File: src/gpp_pkg.sv
package gpp_pkg;

	// Sequencer states
	typedef enum logic [2:0] {
		ST_CLEAR,
		ST_IDLE,
		ST_READ,
		ST_DIV,
		ST_PRESS,
		ST_PROJ
	} state_t;

	// Finishing mode of the shared multiply unit
	typedef enum logic [1:0] {
		FIN_DIV,
		FIN_PRESS,
		FIN_VEL
	} fin_mode_t;

	// Command codes
	localparam logic [1:0] CMD_WRITE = 2'd0;
	localparam logic [1:0] CMD_RUN   = 2'd1;
	localparam logic [1:0] CMD_READ  = 2'd2;

	// Status codes
	localparam logic [1:0] STS_WRITE = 2'd0;
	localparam logic [1:0] STS_RUN   = 2'd1;
	localparam logic [1:0] STS_READ  = 2'd2;

	// Register indexes
	localparam logic [2:0] CFG_WIDTH  = 3'd0;
	localparam logic [2:0] CFG_HEIGHT = 3'd1;
	localparam logic [2:0] CFG_PASSES = 3'd2;
	localparam logic [2:0] CFG_INV_H  = 3'd3;
	localparam logic [2:0] CFG_H_SQ   = 3'd4;

endpackage

File: src/gpp_mac.sv
module gpp_mac (
	input  logic                     clk,
	input  logic                     mul_en,
	input  logic signed [25:0]       mul_a,
	input  logic signed [16:0]       mul_b,
	input  gpp_pkg::fin_mode_t       fin_mode,
	input  logic signed [25:0]       fin_base,
	output logic signed [23:0]       fin_res
);

	logic signed [42:0] prod_q;
	logic signed [44:0] val;
	logic signed [44:0] rnd;

	// Shared multiplier, product held until the next multiply
	always_ff @(posedge clk) begin
		if (mul_en) begin
			prod_q <= mul_a * mul_b;
		end
	end

	// base*2^8 - product, round half up, shift right 10 (pressure) or 8, saturate to 16 (velocity) or 24 bits
	always_comb begin
		val = (45'(fin_base) <<< 8) - 45'(prod_q);
		if (fin_mode == gpp_pkg::FIN_PRESS) begin
			rnd = (val + 45'sd512) >>> 10;
		end else begin
			rnd = (val + 45'sd128) >>> 8;
		end
		unique case (fin_mode)
			gpp_pkg::FIN_VEL: begin
				if (rnd > 45'sd32767) fin_res = 24'sh007FFF;
				else if (rnd < -45'sd32768) fin_res = 24'shFF8000;
				else fin_res = 24'(rnd);
			end
			default: begin
				if (rnd > 45'sd8388607) fin_res = 24'sh7FFFFF;
				else if (rnd < -45'sd8388608) fin_res = 24'sh800000;
				else fin_res = 24'(rnd);
			end
		endcase
	end

endmodule

File: config.mk
export PLATFORM = sky130hd
export DESIGN_NAME = gpp_mac
export DESIGN_NICKNAME = d
export VERILOG_FILES = /design/src/gpp_pkg.sv /design/src/gpp_mac.sv
export SDC_FILE = /design/constraint.sdc
export NUM_CORES = 1
export LEC_CHECK = 0
export ABC_CLOCK_PERIOD_IN_PS = 9400
export BUFFER_PORTS_ARGS = -buffer_cell sky130_fd_sc_hd__buf_2
export CAP_MARGIN = 30
export CORE_MARGIN = 8
export CORE_UTILIZATION = 35
export CTS_CLUSTER_SIZE = 40
export DETAILED_ROUTE_END_ITERATION = 12
export MAX_ROUTING_LAYER = met4
export PLACE_DENSITY = 0.58
export REMOVE_ABC_BUFFERS = 1
export SYNTH_ARGS = -nofsm -noshare
export SYNTH_HDL_FRONTEND = slang
export SYNTH_SLANG_ARGS = --single-unit
File: constraint.sdc
create_clock -name clk -period 9.4 [get_ports clk]
set_input_delay 1.88 -clock clk [delete_from_list [all_inputs] [get_ports clk]]
set_output_delay 1.88 -clock clk [all_outputs]
set_load 0.01 [all_outputs]
==> results of run 1 <==
-- Yosys cell counts (all sizes together) (26+ instances only) --
library cell	n	area, sq um
a21oi	87	442.9
and2	191	1195
a21o	31	232.7
nor3	42	231.5
nand3	40	212.7
xnor2	71	636.9
nand2b	26	162.7
nand4	31	209.0
fa	431	8628
edfxtp	43	1291
inv	509	1911
xor2	38	340.3
ha	140	1752
nand2	323	1212
clkbuf	94	352.8
o21ai	62	310.3
nor2	100	375.4
-- worst max-delay path, stage by stage --
cell and delay [ns]:
buf_2 0.10, ha_1 0.33, a21oi_1 0.22, and2b_2 0.30, or4_4 0.57, a221o_1 0.44
nor3_4 0.24, nand4_1 0.17, buf_4 0.21, or4_1 0.48, nor4_1 0.25, mux2i_1 0.19
a31o_2 0.28, nor4b_1 0.31, nand4_1 0.25, a2111oi_2 0.43, buf_4 0.17, nor2_1 0.09
o22ai_1 0.14, buf_2 0.16
-- what timing repair did --
| action | in CTS | in global routing |
|---|---|---|
| resized for setup | 0 | 7 |
| endpoints found under the setup margin | 0 | 22 |
| buffers inserted | 0 | 2 |
-- metrics by stage --
stage	worst slack, ns	hold slack [ns]	std cells	utilization (%)
final	0.3197	2.078	3451	38.37
after global routing	0.004968	2.082	3450	38.36
after CTS	0.01301	2.138	3447	38.21
after detailed placement	0.03796	2.457	3439	37.94
after global placement	0.07165	2.447	3439	37.94
after floorplan	0.3478	1.993	2450	-
-- logic make-up after synthesis --
logic type	Yosys count	synth area share, %
AO/OA/AOI/OAI	344	10.83
flip-flops	43	5.902
AND/OR/NAND/NOR	863	20.24
buffers and inverters	615	10.63
multiplexers	11	0.5033
XOR/XNOR	109	4.466
adder cells (fa/ha/maj)	571	47.44
-- final cells by class --
cell class                 instances  area (sq um)
antenna                            1         2.502
tap                              837          1047
clock inverter                     3         38.79
clock buffer                       5         125.1
timing repair buffer             155         960.9
fill                            6419         38030
multi-input combinational       1898         18300
sequential                        43          1291
inverter                         509          1911
-- routing by layer --
metal,up-vias,global-route usage (%),share of wire (%)
li1,8211,-,-
met1,8855,24.71,47
met2,519,29.03,46
met3,52,1.661,4.9
met4,0,4.051,1.8
met5,-,-,0
-- path summary, 6_finish.rpt --
path | startpoint | endpoint | slack, ns | cells after the start
setup / recovery | fin_base[1] | fin_res[12] | 0.32 | 20
hold / removal | mul_en | prod_q[42] | 2.08 | 2
==> results.cfg, run 1 <==
[run]
drv_cap = 0

[drt]
firstDrtPassIters = 7
via_count = 17637
avgRoutedWirePerCell_um = 17.93
routed_wl_um = 61890
route.detailed.drc = 0
drt_iter0_drc = 1135
viasPerCell = 5.111
ant_nets = 0

[cells_and_area]
largest_register_ffs = 43
final_common_cell = inv_1
top_register = prod_q
layout-drive-gt1-share_pct = 8.037
nets = 3256
reg_top3 = prod_q x43
final_cell_mix = 509 x inv_1, 431 x fa_1, 323 x nand2_1, 191 x and2_1, 140 x ha_1
final_area_sq_um = 23680
syn_to_final_growth_pct = 8.217

[floorplan]
die_h_um = 266.0
core_area_sq_um = 61710
die_w_um = 266.0
die-area_sq_um = 70770
ios = 97
num_rows = 91
start_util_pct = 35.45

[sta]
finalCritPeriodShare_pct = 96.60
finalHoldViolations = 0
fmax_ghz = 0.1101
tightest_slew_ns = 0.8579
setup_viol = 0
rsz0062_at_grt = no
slew_headroom_pct = 42.74
fin_setup_tns_ns = 0
slew_viol_final = 0
post-route-min-period_ns = 9.080

[synth]
yosysSeqAreaShare_pct = 5.902
syn-cell-area_sq_um = 21880
avgSynthCellArea_sq_um = 8.560
synthFlopType = edfxtp_1
ys.warnings.count = 0
synth_enable_flop_cells = 43
synth_cell_types = 88
ys_seq_elements = 43
syn_inst = 2556
ys_async_sr_fraction_pct = 0

[clock_tree]
htreeDepth = 2
path_clk_slew_ns = 0.06
cts_buffers = 5
cts_hold_buf = 0
root_buffer = clkbuf_16
clock-sinks = 43
cts_tree = done
cts_max_path_buffers = 2

[global_routing]
grt_pass1_vias = 18827
grt_pass1_wl_um = 101400
track_usage_pct = 18.06
grt_overflow = 0
grt_max_degree = 44
antenna_found_initial = 1

[setup_path]
crit_required_ns = 7.52
critPathArrivalTime_ns = 7.20
crit_fanout = 6
path_class = primary input to primary output
critPathCaptureType = primary output
cp-start-kind = primary input

[placed_design]
port_buffers = 96
hpwl_um = 51450
placed_cell_area_sq_um = 23420
gp_congestion = 0.9369

[worst_hold_path]
hp-class = primary input to flop

[outcome]
status = finished clean
Power of run 1 is left out: the tool's default activity adds up to more than one toggle a clock period on the data nets, which glitch-free logic cannot reach.
==> run 2: changes to the inputs <==
Settings changed: ABC_CLOCK_PERIOD_IN_PS 9400 to 11100, BUFFER_PORTS_ARGS -buffer_cell sky130_fd_sc_hd__buf_2 to -buffer_cell sky130_fd_sc_hd__buf_4.
Clock period 9.4 ns to 11.1 ns, I/O delays scaled along.
==> run 2 against run 1 <==
First-iteration DRC count shrank 5.2%. Count of clock-buffer cells in the layout is the same. Global-route usage grew 0.23 points. Critical path depth shrank 2. Worst hold slack gained 0.33 ns. Cell count shrank 1.4%. Non-clock buffer count shrank 48. Worst setup slack gained 0.17 ns. Cell area shrank 0.84%. Die area is the same. Via count shrank 0.97%. Highest routed layer unchanged.
==> results.cfg, run 2 (same netlist as run 1, synthesis figures left out) <==
[outcome]
status = finished clean

[global_routing]
grt_max_degree = 45
grt_pass1_vias = 18768
grt_overflow = 0
grt_pass1_wl_um = 102000
antenna_found_initial = 1
track_usage_pct = 18.29

[setup_path]
path_class = primary input to primary output
critPathArrivalTime_ns = 8.39
cp-start-kind = primary input
cpMaxStageDelayCell = or4b_1
critPathCaptureType = primary output
crit_required_ns = 8.88
path_cells = buf_4, ha_1, o21ai_1, a21oi_1, a31oi_1, a2111oi_4, o211ai_1, nand2_1, a311oi_1, or4b_1, nor3_4, a41oi_1, or4_4, a2111oi_4, nand3_4, o31ai_4, a22oi_1, buf_4
cpPeakStageDelay_ns = 0.90
crit_fanout = 17

[cells_and_area]
largest_register_ffs = 43
final_cell_mix = 509 x inv_1, 431 x fa_1, 323 x nand2_1, 191 x and2_1, 140 x ha_1
layout-drive-gt1-share_pct = 6.121
nets = 3208
reg_top3 = prod_q x43
final_area_sq_um = 23480
nFillCells = 6295
seq_area_sq_um = 1291
final_common_cell = inv_1
syn_to_final_growth_pct = 7.308
top_register = prod_q
multi_input_area_sq_um = 18280
instances_no_fill = 3403

[sta]
tightest_slew_ns = 0.8884
fmax_ghz = 0.09424
post-route-min-period_ns = 10.61
rsz0062_at_grt = no
slew_headroom_pct = 40.37
setup_viol = 0
finalCritPeriodShare_pct = 95.60
setup_ws_ns = 0.4888
finalHoldViolations = 0
slew_viol_final = 0
fin_setup_tns_ns = 0

[run]
drv_cap = 0

[clock_tree]
cts_tree = done
htreeDepth = 2
clock-sinks = 43
cts_max_path_buffers = 2
root_buffer = clkbuf_16
cts_buffers = 5
path_clk_slew_ns = 0.06

[drt]
drt_iter0_drc = 1076
viasPerCell = 5.133
route.detailed.drc = 0
via_count = 17466
routed_wl_um = 62810
firstDrtPassIters = 6
ant_nets = 0
avgRoutedWirePerCell_um = 18.46

[floorplan]
start_util_pct = 35.45
die_w_um = 266.0
ios = 97
core_area_sq_um = 61710
die_h_um = 266.0
num_rows = 91
die-area_sq_um = 70770

[worst_hold_path]
hp-class = primary input to flop
hold_depth = 2

[placed_design]
post-place-cells = 3393
placed_cell_area_sq_um = 23310
port_buffers = 96
place_ws_ns = 0.4435
hpwl_um = 49780
gp_congestion = 0.8867
run 2: final cells by class:
class	count	share of cell area, %
multi-input combinational	1898	77.85
antenna	1	0.01066
clock buffer	5	0.5329
tap	837	4.460
timing repair buffer	107	3.421
clock inverter	3	0.08527
sequential	43	5.500
inverter	509	8.137
run 2: routing by layer:
| layer | track usage, % | wire (um) |
|---|---|---|
| met1 | 24.76 | 29060 |
| met2 | 29.96 | 29210 |
| met3 | 1.319 | 3383 |
| met4 | 4.125 | 1162 |
| met5 | - | 0 |
run 2: critical path: cells and delay by family:
family | cells | cell delay (ns)
simple gates | 5 | 2.22
buf+inv | 2 | 0.29
fa+ha+maj | 1 | 0.40
compound gates | 10 | 3.26
run 2: final timing paths:
kind,startpoint,endpoint,slack [ns]
worst min-delay path,mul_a[0],prod_q[0],2.41
worst max-delay path,fin_base[3],fin_res[3],0.49
run 2: timing repair:
action | 4_1_cts | 5_1_grt
hold endpoints to repair | 0 | 0
resized for setup | 0 | 2
hold buffers | 0 | 0
setup buffers | 0 | 0
setup endpoints to repair | 0 | 13
run 2: metrics by stage:
| step | hold slack [ns] | util, % |
|---|---|---|
| global placement | 2.698 | 37.77 |
| CTS | 2.396 | 38.01 |
| detailed placement | 2.711 | 37.77 |
| finish | 2.406 | 38.05 |
| floorplan | 2.333 | - |
| global route | 2.420 | 38.05 |
Power of run 2 is left out for the same reason.
==> run 3: changes to the inputs <==
Settings changed: ABC_AREA from default to 1.
==> run 3 against run 2 <==
Global-route usage is 0.32 points higher. Sequential share of layout area is 0.46 points lower. Non-clock buffer count is 8 lower. First-iteration DRC count is 6.4% higher. Critical endpoint is now prod_q[40]. Core utilization is 0.54 points lower. Sequential cell count stayed put.
==> results.cfg, run 3 <==
[floorplan]
core_area_sq_um = 68350
ios = 97
num_rows = 96
die_w_um = 278.4
die_h_um = 278.4
die-area_sq_um = 77510
start_util_pct = 35.26

[clock_tree]
cts_buffers = 5
path_clk_slew_ns = 0.06
cts_tree = done
root_buffer = clkbuf_16
cts_setup_buffers = 0
cts_resized = 0
htreeDepth = 2
cts_max_path_buffers = 2
cts_hold_buf = 0
clock-sinks = 43

[placed_design]
port_buffers = 96
place_ws_ns = 2.211
hpwl_um = 59190
gp_congestion = 0.9774
post-place-cells = 4401

[synth]
yosys.area.top_type_share_pct = 35.80
yosys.cell_count.top_type = nand2_1
ys_async_sr_fraction_pct = 0
synth_compound_area_share_pct = 4.268
ys.warnings.count = 0
syn_inst = 3535
synth_top_family_by_area = adder cells
syn-cell-area_sq_um = 24100
synth_common_cells = 1070 x nand2_1, 916 x inv_1, 431 x fa_1, 198 x nor2_1, 171 x nand3_1
synth_fa_ha_area_share_pct = 43.07
synthFlopType = edfxtp_1
avgSynthCellArea_sq_um = 6.817
yosysSeqAreaShare_pct = 5.358
yosys.area.top_type = fa_1
ys_seq_elements = 43
synth_cell_types = 46
yosys.area_share.simple_pct = 28.70
synth_area_leaders = fa_1 36%, nand2_1 17%, inv_1 14%, ha_1 7.3%, edfxtp_1 5.4%
synth_xor_area_share_pct = 2.139
synthMuxAreaShare_pct = 0
synth_enable_flop_cells = 43

[sta]
fmax_ghz = 0.1164
tightest_slew_ns = 0.9087
finalHoldViolations = 0
slew_viol_final = 0
setup_viol = 0
post-route-min-period_ns = 8.590
fin_setup_tns_ns = 0
rsz0062_at_grt = no
finalCritPeriodShare_pct = 77.38
setup_ws_ns = 2.510
slew_headroom_pct = 39.35

[cells_and_area]
final_cell_mix = 1070 x nand2_1, 916 x inv_1, 431 x fa_1, 198 x nor2_1, 171 x nand3_1
syn_to_final_growth_pct = 6.355
top_register = prod_q
reg_top3 = prod_q x43
layout-drive-gt1-share_pct = 7.031
instances_no_fill = 4410
largest_register_ffs = 43
final_common_cell = nand2_1
nets = 4170

[drt]
viasPerCell = 4.716
drt_iter0_drc = 1145
route.detailed.drc = 0
routed_wl_um = 70350
via_count = 20796
avgRoutedWirePerCell_um = 15.95
ant_nets = 0
firstDrtPassIters = 5

[setup_path]
crit_required_ns = 11.14
cpPeakStageDelay_ns = 0.55
cpMaxStageDelayCell = fa_1
path_class = primary input to flop
critPathArrivalTime_ns = 8.63
cp-start-kind = primary input
path_buf_inv = 7
critical_path.top_delay_family = adder cells
critPathCaptureType = flop
path_common_cell = fa_1
crit_fanout = 19

[global_routing]
grt_max_degree = 44
grt_pass1_vias = 21122
track_usage_pct = 18.62
grt_pass1_wl_um = 112600
grt_overflow = 0
antenna_found_initial = 1

[run]
drv_cap = 0

[worst_hold_path]
hp-class = primary input to flop

[outcome]
status = finished clean
## run 3: tightest hold or removal path: stages
cell,delay [ns]
buf_4,0.19
nand2_1,0.08
inv_1,0.03
## run 3: kinds of logic after synthesis
family,count (synthesis)
simple gates,1626
buf+inv,1049
fa+ha+maj,571
compound gates,188
xor+xnor,58
flops,43
## run 3: per-stage QoR
step / utilization [%] / hold slack, ns / area (sq um)
2_1_floorplan: - / 2.333 / 23640
5_1_grt: 37.50 / 2.444 / 25630
3_5_place_dp: 37.29 / 2.700 / 25490
4_1_cts: 37.50 / 2.395 / 25630
6_report: 37.50 / 2.414 / 25630
3_3_place_gp: 37.29 / 2.713 / 25490
## run 3: final timing paths
path      start          to  cells after the start
max   mul_b[16]  prod_q[40]                     27
min    mul_a[0]   prod_q[0]                      3
## run 3: cell type report
| cell class | count | area [sq um] |
|---|---|---|
| Multi-Input combinational cell | 2443 | 18840 |
| Timing Repair Buffer | 99 | 743.2 |
| Tap cell | 882 | 1104 |
| Sequential cell | 43 | 1291 |
| Clock buffer | 6 | 128.9 |
| Clock inverter | 2 | 12.51 |
| Antenna cell | 1 | 2.502 |
| Inverter | 934 | 3508 |
| Fill cell | 7395 | 42710 |
## run 3: layer usage
layer | vias to the layer above | routed length [um] | track usage, %
li1 | 10273 | - | -
met1 | 9868 | 32460 | 24.53
met2 | 557 | 31550 | 29.67
met3 | 98 | 4324 | 2.705
met4 | 0 | 2018 | 5.441
met5 | - | 0 | -
Power of run 3 is left out for the same reason.
